<file path="config.mk">
export PLATFORM = sky130hd
export DESIGN_NAME = reflectance_array_line_position
export DESIGN_NICKNAME = d
export VERILOG_FILES = /design/src/rtl/ralp_pkg.sv /design/src/rtl/ralp_div.sv /design/src/rtl/ralp_datapath.sv /design/src/rtl/ralp_ctrl.sv /design/src/rtl/reflectance_array_line_position.sv
export SDC_FILE = /design/constraint.sdc
export NUM_CORES = 2
export LEC_CHECK = 0
export BUFFER_PORTS_ARGS = -buffer_cell sky130_fd_sc_hd__buf_2
export CAP_MARGIN = 20
export CELL_PAD_IN_SITES_DETAIL_PLACEMENT = 0
export CELL_PAD_IN_SITES_GLOBAL_PLACEMENT = 1
export CORE_ASPECT_RATIO = 0.75
export CORE_UTILIZATION = 40
export DETAILED_ROUTE_END_ITERATION = 10
export GPL_TIMING_DRIVEN = 0
export PLACE_DENSITY_LB_ADDON = 0.1
export SLEW_MARGIN = 20
export SYNTH_ARGS = -nofsm -noshare
export SYNTH_HDL_FRONTEND = slang
export SYNTH_SLANG_ARGS = --single-unit
</file>
<file path="constraint.sdc">
create_clock -name clk -period 7.1 [get_ports clk]
set_input_delay 0.355 -clock clk [delete_from_list [all_inputs] [get_ports clk]]
set_output_delay 0.355 -clock clk [all_outputs]
set_load 0.03 [all_outputs]
</file>
<file path="src/rtl/ralp_pkg.sv">
// shared types and constants for the reflectance array line position block
// no dependencies
package ralp_pkg;

  localparam int NUM_SENSORS = 9;
  localparam int ADC_BITS    = 10;
  localparam int IDX_W       = $clog2(NUM_SENSORS);
  localparam int POS_W       = 12;
  localparam int MOM_W       = 8 + IDX_W + IDX_W + 8;   // moment shifted by 8
  localparam int MASS_W      = 8 + IDX_W + 1;

  // shared divider sizing, wide enough for the centroid divide
  localparam int DIV_NUM_W   = MOM_W;
  localparam int DIV_DEN_W   = MASS_W;
  localparam int DIV_CNT_W   = $clog2(DIV_NUM_W + 1);

  localparam logic [7:0] RESET_THRESHOLD = 8'd200;
  localparam logic [7:0] NORM_FULL       = 8'd255;

  // register indexes
  localparam logic [0:0] REG_TRACK     = 1'b0;
  localparam logic [0:0] REG_THRESHOLD = 1'b1;

  localparam int IN_W  = ((1 + NUM_SENSORS * ADC_BITS + 7) / 8) * 8;
  localparam int OUT_W = ((NUM_SENSORS * 8 + POS_W + 1 + 7) / 8) * 8;

  typedef enum logic [2:0] {
    ST_IDLE,
    ST_LOAD,
    ST_NORM,
    ST_SUM,
    ST_POS,
    ST_DIV,
    ST_OUT
  } state_t;

  // controller to datapath
  typedef struct packed {
    logic clear_ext;
    logic load;
    logic norm_start;
    logic sum_step;
    logic pos_start;
    logic out_load;
  } cmd_t;

  // datapath to controller
  typedef struct packed {
    logic norm_done;
    logic sum_last;
    logic pos_done;
    logic seen;
  } status_t;

endpackage

</file>
<file path="src/rtl/ralp_div.sv">
// restoring divider, one quotient bit per cycle
// depends on ralp_pkg
module ralp_div (
  input  logic                           clk,
  input  logic                           rst,
  input  logic                           start,
  input  logic [ralp_pkg::DIV_NUM_W-1:0] num,
  input  logic [ralp_pkg::DIV_DEN_W-1:0] den,
  output logic [ralp_pkg::DIV_NUM_W-1:0] quo,
  output logic                           done
);
  import ralp_pkg::*;

  logic [DIV_DEN_W:0]   rem;
  logic [DIV_NUM_W-1:0] q;
  logic [DIV_DEN_W-1:0] d;
  logic [DIV_CNT_W-1:0] cnt;
  logic                 busy;
  logic [DIV_DEN_W:0]   trial;

  assign trial = {rem[DIV_DEN_W-1:0], q[DIV_NUM_W-1]};

  // shift-subtract step
  always_ff @(posedge clk) begin
    if (rst) begin
      busy <= 1'b0;
      done <= 1'b0;
      cnt  <= '0;
    end else begin
      done <= 1'b0;
      if (start) begin
        busy <= 1'b1;
        cnt  <= DIV_CNT_W'(DIV_NUM_W);
      end else if (busy) begin
        cnt <= cnt - 1'b1;
        if (cnt == DIV_CNT_W'(1)) begin
          busy <= 1'b0;
          done <= 1'b1;
        end
      end
    end
  end

  always_ff @(posedge clk) begin
    if (start) begin
      rem <= '0;
      q   <= num;
      d   <= den;
    end else if (busy) begin
      if (trial >= {1'b0, d}) begin
        rem <= trial - {1'b0, d};
        q   <= {q[DIV_NUM_W-2:0], 1'b1};
      end else begin
        rem <= trial;
        q   <= {q[DIV_NUM_W-2:0], 1'b0};
      end
    end
  end

  assign quo = q;

endmodule

</file>
<file path="src/rtl/ralp_datapath.sv">
// extrema store, per-lane normalizing dividers, centroid accumulation and divide
// depends on ralp_pkg, ralp_div
module ralp_datapath (
  input  logic                        clk,
  input  logic                        rst,
  input  ralp_pkg::cmd_t              cmd,
  output ralp_pkg::status_t           status,
  input  logic [ralp_pkg::IN_W-1:0]   in_data,
  input  logic                        track_extrema,
  input  logic [7:0]                  line_threshold,
  output logic [ralp_pkg::OUT_W-1:0]  out_data
);
  import ralp_pkg::*;

  logic [7:0] low_ext  [NUM_SENSORS];
  logic [7:0] high_ext [NUM_SENSORS];
  logic [7:0] xs       [NUM_SENSORS];
  logic [7:0] norm     [NUM_SENSORS];
  logic [NUM_SENSORS-1:0] lane_done;
  logic [NUM_SENSORS-1:0] lane_pending;
  logic [7:0]  lane_q  [NUM_SENSORS];
  logic [IDX_W-1:0] sidx;
  logic [MASS_W-1:0] mass;
  logic [MOM_W-1:0]  moment;
  logic [7:0]        peak;
  logic [POS_W-1:0]  last_position;
  logic              seen;
  logic [MOM_W-1:0]  pos_q;
  logic              pos_done;
  logic [OUT_W-1:0]  out_next;

  // cut samples and update extrema
  always_ff @(posedge clk) begin
    if (rst || cmd.clear_ext) begin
      for (int i = 0; i < NUM_SENSORS; i++) begin
        low_ext[i]  <= 8'hFF;
        high_ext[i] <= 8'h00;
      end
    end else if (cmd.load && track_extrema) begin
      for (int i = 0; i < NUM_SENSORS; i++) begin
        if (in_data[1 + i*ADC_BITS + ADC_BITS - 8 +: 8] < low_ext[i])
          low_ext[i] <= in_data[1 + i*ADC_BITS + ADC_BITS - 8 +: 8];
        if (in_data[1 + i*ADC_BITS + ADC_BITS - 8 +: 8] > high_ext[i])
          high_ext[i] <= in_data[1 + i*ADC_BITS + ADC_BITS - 8 +: 8];
      end
    end
  end

  always_ff @(posedge clk) begin
    if (cmd.load) begin
      for (int i = 0; i < NUM_SENSORS; i++)
        xs[i] <= in_data[1 + i*ADC_BITS + ADC_BITS - 8 +: 8];
    end
  end

  // one divider per lane
  for (genvar g = 0; g < NUM_SENSORS; g++) begin : g_lane
    logic [15:0] lnum;
    logic [DIV_NUM_W-1:0] lq;
    logic [7:0]  span;
    logic [7:0]  dx;
    assign span = high_ext[g] - low_ext[g];
    assign dx   = xs[g] - low_ext[g];
    assign lnum = {dx, 8'h00} - {8'h00, dx};
    ralp_div u_div (
      .clk(clk), .rst(rst), .start(cmd.norm_start),
      .num(DIV_NUM_W'(lnum)), .den(DIV_DEN_W'(span)), .quo(lq), .done(lane_done[g])
    );
    assign lane_q[g] = (lq > DIV_NUM_W'(255)) ? NORM_FULL : lq[7:0];

    always_ff @(posedge clk) begin
      if (lane_done[g]) begin
        if (high_ext[g] <= low_ext[g] || xs[g] <= low_ext[g])
          norm[g] <= 8'h00;
        else if (xs[g] >= high_ext[g])
          norm[g] <= NORM_FULL;
        else
          norm[g] <= lane_q[g];
      end
    end
  end

  always_ff @(posedge clk) begin
    if (rst) lane_pending <= '0;
    else lane_pending <= lane_done;
  end

  // sensor walk: mass, moment and peak
  always_ff @(posedge clk) begin
    if (rst || cmd.norm_start) begin
      sidx   <= '0;
      mass   <= '0;
      moment <= '0;
      peak   <= '0;
    end else if (cmd.sum_step) begin
      sidx   <= sidx + 1'b1;
      mass   <= mass + MASS_W'(norm[sidx]);
      moment <= moment + (MOM_W'(12'(norm[sidx]) * 12'(sidx)) << 8);
      if (norm[sidx] > peak) peak <= norm[sidx];
    end
  end
  assign seen = (peak > line_threshold) && (mass != '0);

  assign status = '{norm_done: lane_pending[0],
                    sum_last:  (sidx == IDX_W'(NUM_SENSORS - 1)),
                    pos_done:  pos_done,
                    seen:      seen};

  ralp_div u_pos_div (
    .clk(clk), .rst(rst), .start(cmd.pos_start),
    .num(moment), .den(mass), .quo(pos_q), .done(pos_done)
  );

  always_ff @(posedge clk) begin
    if (rst) last_position <= '0;
    else if (pos_done && seen) last_position <= pos_q[POS_W-1:0];
  end

  // result packing
  always_comb begin
    out_next = '0;
    for (int i = 0; i < NUM_SENSORS; i++)
      out_next[i*8 +: 8] = norm[i];
    out_next[NUM_SENSORS*8 +: POS_W] = last_position;
    out_next[NUM_SENSORS*8 + POS_W]  = peak > line_threshold;
  end

  // result register
  always_ff @(posedge clk) begin
    if (cmd.out_load) out_data <= out_next;
  end

endmodule

</file>
<file path="src/rtl/ralp_ctrl.sv">
// controller state machine sequencing one frame through the datapath
// depends on ralp_pkg
module ralp_ctrl (
  input  logic              clk,
  input  logic              rst,
  input  logic              in_fire,
  input  logic              in_kind,
  input  logic              out_taken,
  input  ralp_pkg::status_t status,
  output ralp_pkg::cmd_t    cmd,
  output logic              in_ready,
  output logic              out_valid
);
  import ralp_pkg::*;

  state_t state, state_next;
  logic   out_valid_next;

  always_ff @(posedge clk) begin
    if (rst) begin
      state     <= ST_IDLE;
      out_valid <= 1'b0;
    end else begin
      state     <= state_next;
      out_valid <= out_valid_next;
    end
  end

  // next state and commands
  always_comb begin
    state_next     = state;
    cmd            = '0;
    in_ready       = 1'b0;
    out_valid_next = out_valid && !out_taken;
    unique case (state)
      ST_IDLE: begin
        in_ready = 1'b1;
        if (in_fire) begin
          if (in_kind) cmd.clear_ext = 1'b1;
          else begin
            cmd.load   = 1'b1;
            state_next = ST_LOAD;
          end
        end
      end
      ST_LOAD: begin
        cmd.norm_start = 1'b1;
        state_next     = ST_NORM;
      end
      ST_NORM: if (status.norm_done) state_next = ST_SUM;
      ST_SUM: begin
        cmd.sum_step = 1'b1;
        if (status.sum_last) state_next = ST_POS;
      end
      ST_POS: begin
        if (!status.seen) state_next = ST_OUT;
        else begin
          cmd.pos_start = 1'b1;
          state_next    = ST_DIV;
        end
      end
      // wait for the centroid divide to land in last_position
      ST_DIV: if (status.pos_done) state_next = ST_OUT;
      ST_OUT: begin
        if (!out_valid_next) begin
          cmd.out_load   = 1'b1;
          out_valid_next = 1'b1;
          state_next     = ST_IDLE;
        end
      end
      default: state_next = ST_IDLE;
    endcase
  end

endmodule

</file>
<file path="src/rtl/reflectance_array_line_position.sv">
// top level: stream ports, configuration registers, controller and datapath
// depends on ralp_pkg, ralp_ctrl, ralp_datapath
//
// A sample frame is loaded, the per-sensor normalizing dividers are started and
// run, and their quotients are latched and flagged done; the sensors are then
// walked for mass, moment and peak, the controller decides whether the line is
// seen, the centroid divider runs only when the line is seen, and the output
// register is loaded. A stalled output delays that load until the previous
// result is taken. One frame is in flight at a time; a finished result sits in
// the output register while the next request is taken. A start-calibration
// request resets the extrema and gives no result.
module reflectance_array_line_position (
  input  logic                       clk,
  input  logic                       rst,
  input  logic                       s_tvalid,
  output logic                       s_tready,
  input  logic [ralp_pkg::IN_W-1:0]  s_tdata,  // raw_0 .. raw_8 (10 bits each)
  input  logic                       s_tuser,  // kind
  output logic                       m_tvalid,
  input  logic                       m_tready,
  output logic [ralp_pkg::OUT_W-1:0] m_tdata,  // norm_0..norm_8, line_position, line_seen
  input  logic                       cfg_we,
  input  logic                       cfg_index,
  input  logic [7:0]                 cfg_data
);
  import ralp_pkg::*;

  cmd_t    cmd;
  status_t status;
  logic    track_extrema;
  logic [7:0] line_threshold;
  logic    in_fire;
  logic [IN_W-1:0] in_data;

  // configuration registers
  always_ff @(posedge clk) begin
    if (rst) begin
      track_extrema  <= 1'b0;
      line_threshold <= RESET_THRESHOLD;
    end else if (cfg_we) begin
      unique case (cfg_index)
        REG_TRACK:     track_extrema  <= cfg_data[0];
        REG_THRESHOLD: line_threshold <= cfg_data;
        default: ;
      endcase
    end
  end

  assign in_fire = s_tvalid && s_tready;
  assign in_data = {s_tdata[IN_W-2:0], s_tuser};

  ralp_ctrl u_ctrl (
    .clk(clk), .rst(rst), .in_fire(in_fire), .in_kind(s_tuser),
    .out_taken(m_tvalid && m_tready), .status(status), .cmd(cmd),
    .in_ready(s_tready), .out_valid(m_tvalid)
  );

  ralp_datapath u_dp (
    .clk(clk), .rst(rst), .cmd(cmd), .status(status), .in_data(in_data),
    .track_extrema(track_extrema), .line_threshold(line_threshold),
    .out_data(m_tdata)
  );

`ifndef SYNTHESIS
  a_no_load_when_full: assert property (@(posedge clk) disable iff (rst)
    cmd.out_load |-> !(m_tvalid && !m_tready)) else $error("result overwritten");
  a_calib_no_result: assert property (@(posedge clk) disable iff (rst)
    (in_fire && s_tuser && !m_tvalid) |=> !m_tvalid) else $error("calibration gave result");
  a_busy_not_ready: assert property (@(posedge clk) disable iff (rst)
    (in_fire && !s_tuser) |=> !s_tready) else $error("took request while busy");
`endif

endmodule

</file>
==> results by group <==
Outcome
  • Status: finished, violations left
  • Failing checks: design-rule violations

Floorplanning
  • I/O Pins: 201
  • Die Wd: 437 µm
  • Initial Util: 40.3%
  • Die height: 328 µm
  • Core footprint: 141000 µm²
  • Row cnt: 119
  • Die ar.: 143000 µm²

Worst setup path
  • CP most frequent cell: inv_1
  • Buf/Inv on CP: 5
  • Worst path slowest cell: fa_1
  • Largest stage delay, worst path: 0.54 ns
  • Flop2flop setup slack: 0.39 ns
  • Kind of critical path: flip-flop to flip-flop
  • CP delay by family, top: adder cells
  • WP data arrival: 7.32 ns
  • Cell Chain, Critical Path: clkbuf_1 -> clkbuf_2 -> mux4_2 -> mux2i_1 -> o21a_1 -> inv_1 -> and2_1 -> fa_1 -> inv_1 -> fa_1 -> inv_1 -> ha_1 -> a21oi_1 -> o21bai_1 -> a2111oi_2 -> nor2_1 -> xnor2_1 -> ha_1 -> or2_2 -> a21oi_1 -> or2_2 -> mux2i_1 -> nand2_1
  • CP required: 7.70 ns
  • Startpoint Class: flip-flop
  • Critical path capture point type: flip-flop
  • Critical path fanouts, max: 10

Logic synthesis
  • Syn Inst Count: 5564
  • Number of synthesized register bits: 969
  • Post-synthesis sequential area ratio: 45.3%
  • Mapped cell area: 56700 µm²
  • Mean area per synthesized cell: 10.2 µm²
  • FFs w/ async S/R, synth: 0%
  • Number of synthesized flops with an enable pin: 626
  • Top_reg_cell synth: edfxtp_1
  • YS warnings: 0
  • Synth cell types: 92

Placed design
  • Pre-CTS WS: -0.405 ns
  • RD Place Congestion: 0.877
  • Detailed placer's ending HPWL: 141 mm
  • Port Buffer Count: 173

Clock tree
  • Clock Path Buffers: 3
  • TritonCTS clock tree: done
  • CTS Sinks: 969
  • Clk_lat worst skew: 0.73 ns
  • H-tree Lvls: 3
  • CTS Buf Count: 106
  • CTS Root Cell: clkbuf_16
  • Clock-pin slew on the worst setup and hold paths: 0.06 ns

Detailed routing
  • Routed wire per std cell: 23.4 µm
  • Initial DRC count: 3753
  • Antenna Nets Post-Route: 0
  • Detailed-route via count: 43.6k
  • First-pass DRT Iterations: 10
  • Via density: 5.51
  • Drt drc: 16
  • Detailed-route wire length: 185 mm

Layout
  • Post-route core utilization: 46.0%
  • Share of layout cells above drive strength 1: 8.61%
  • Nets: 6620
  • Area grow syn2layout: 14.1%

STA
  • Final hold violations: 0
  • Worst-Margin Slew: 1.30 ns
  • Final period util: 94.6%
  • Final setup violation count: 0
  • Clk_skew: 0.0203 ns
  • Fin crit period: 6.71 ns
  • Setup ws final: 0.386 ns
  • Fmax: 0.149 GHz
  • Setup TNS Final: 0 ns
  • Max-slew headroom: 13.6%
  • Max Slew Vio Count: 0
  • RSZ-0062 raised after global routing: false

Power
  • Tot Pwr: 19.1 mW
  • VDD IR max: 0.169 mV
  • Leakage power: 25.9 nW
  • PwrDens: 296 nW/µm²

Min path
  • Hold Crit Class: input pin to flip-flop

Global routing
  • Pin count of the biggest net entering global routing: 45
  • Vias in the first global route: 41.5k
  • Tot GR Track Use: 25.5%
  • First-pass GRT wire length: 273 mm
  • Total congestion overflow: 0
  • Initial antenna violation count: 14

Flow run
  • Max-Cap Viols: 0
worst min-delay path, cell delays in order:
cell and delay (ns):
buf_2 0.13, nand2b_1 0.15, or4b_1 0.12, nand3_1 0.05
metrics by stage:
step | area [µm²] | cells | hold WS (ns)
finish | 64700 | 7919 | 0.137
floorplan | 56700 | 5566 | 0.408
global route | 64700 | 7914 | 0.124
detailed placement | 60400 | 7632 | 0.417
global placement | 59900 | 7614 | 0.422
CTS | 64600 | 7913 | 0.0786
layout by cell type (no fill, tap or decap), drive strengths merged, types with 29 or more instances in the layout:
master	instances
a211oi	76
a21boi	91
a21o	99
a21oi	383
a31oi	32
and2	39
and3	35
buf	249
clkbuf	316
dfxtp	343
dlygate4sd3	83
edfxtp	626
fa	42
ha	519
inv	421
mux2i	151
nand2	339
nand2b	138
nand3	75
nand4	96
nor2	454
nor2b	93
nor3	88
nor4	48
o211ai	30
o21a	144
o21ai	322
o31ai	32
or3	29
xnor2	159
xor2	95
cell usage after synthesis (27+ instances only):
cell type,n,area (µm²)
edfxtp_1,626,18800
ha_1,519,6490
nor2_1,454,1700
inv_1,418,1570
a21oi_1,379,1900
dfxtp_1,343,6870
nand2_1,337,1260
o21ai_0,311,1560
xnor2_1,159,1390
clkbuf_1,155,582
mux2i_1,151,1510
o21a_1,144,1080
nand2b_1,138,863
a21o_1,99,743
nand4_1,96,601
xor2_1,95,832
nor2b_1,93,582
a21boi_0,91,683
nor3_1,84,420
a211oi_1,76,571
nand3_1,74,370
nor4_1,46,288
fa_1,42,841
and2_1,37,231
and3_1,35,219
a31oi_1,32,200
o31ai_1,32,240
o211ai_1,28,210
mux2_2,27,304
worst paths after layout:
check	to	depth (start not counted)	start
worst max-delay path	u_dp.moment[19]$_SDFFE_PP0P_	23	flip-flop
worst min-delay path	u_dp.mass[8]$_SDFFE_PP0P_	4	rst
worst max register to register	u_dp.moment[19]$_SDFFE_PP0P_	23	flip-flop
worst min register to register	u_dp.out_data[76]$_DFFE_PP_	0	u_dp.last_position[4]$_SDFFE_PP0P_
layout make-up:
class	instances	area [µm²]
Multi-Input combinational cell	3966	28700
Timing Repair Buffer	274	2060
Antenna cell	6	15.0
Buffer	213	905
Clock buffer	161	3070
Tap cell	1875	2350
Clock inverter	37	348
Inverter	418	1570
Fill cell	13400	75900
Sequential cell	969	25700
flip-flops by register name (all words and copies together) (netlist names), 16 cells and up, named ones only:
| register | flops |
|---|---|
| u_dp.moment | 16 |
| u_dp.xs | 72 |
| u_dp.g_lane.u_div.quo | 216 |
| u_dp.norm | 72 |
| u_dp.low_ext | 72 |
| u_dp.high_ext | 72 |
| u_dp.u_pos_div.quo | 24 |
| m_tdata | 72 |
| u_dp.g_lane.u_div.cnt | 45 |
| u_dp.g_lane.u_div.rem | 117 |
| u_dp.g_lane.u_div.d | 72 |
cell families (layout without fill, tap and decap cells):
| kind of cell | count (synthesis) | count (layout) | share of synthesized area (%) |
|---|---|---|---|
| AO/OA/AOI/OAI | 1396 | 1396 | 15.9 |
| AND/OR/NAND/NOR | 1558 | 1558 | 13.8 |
| multiplexers | 194 | 194 | 3.84 |
| adder cells (fa/ha/maj) | 561 | 561 | 12.9 |
| flip-flops | 969 | 969 | 45.3 |
| other | 1 | 9 | 0.00661 |
| XOR/XNOR | 254 | 254 | 3.92 |
| buffers and inverters | 631 | 1103 | 4.29 |
metal layers:
metal | vias to the layer above | routed length (µm) | track usage (%)
met1 | 21200 | 93900 | 39.5
met5 | - | 0 | 0
met2 | 1160 | 75700 | 36.7
met3 | 216 | 10400 | 3.67
met4 | 0 | 5030 | 6.57
li1 | 21000 | - | -
repair_timing:
item,4_1_cts,5_1_grt
endpoints found under the hold margin,157,0
setup endpoints to repair,5,5
hold buffers,83,0
setup buffers,0,0
gates resized for setup,3,3
report_power, final:
| group | switching (mW) | total (mW) | leakage (nW) | internal [mW] |
|---|---|---|---|---|
| clock | 2.41 | 5.60 | 1.66 | 3.19 |
| combinational | 3.60 | 5.84 | 16.0 | 2.24 |
| sequential | 0.651 | 7.69 | 8.32 | 7.04 |
Power figures use the tool's default switching activity.
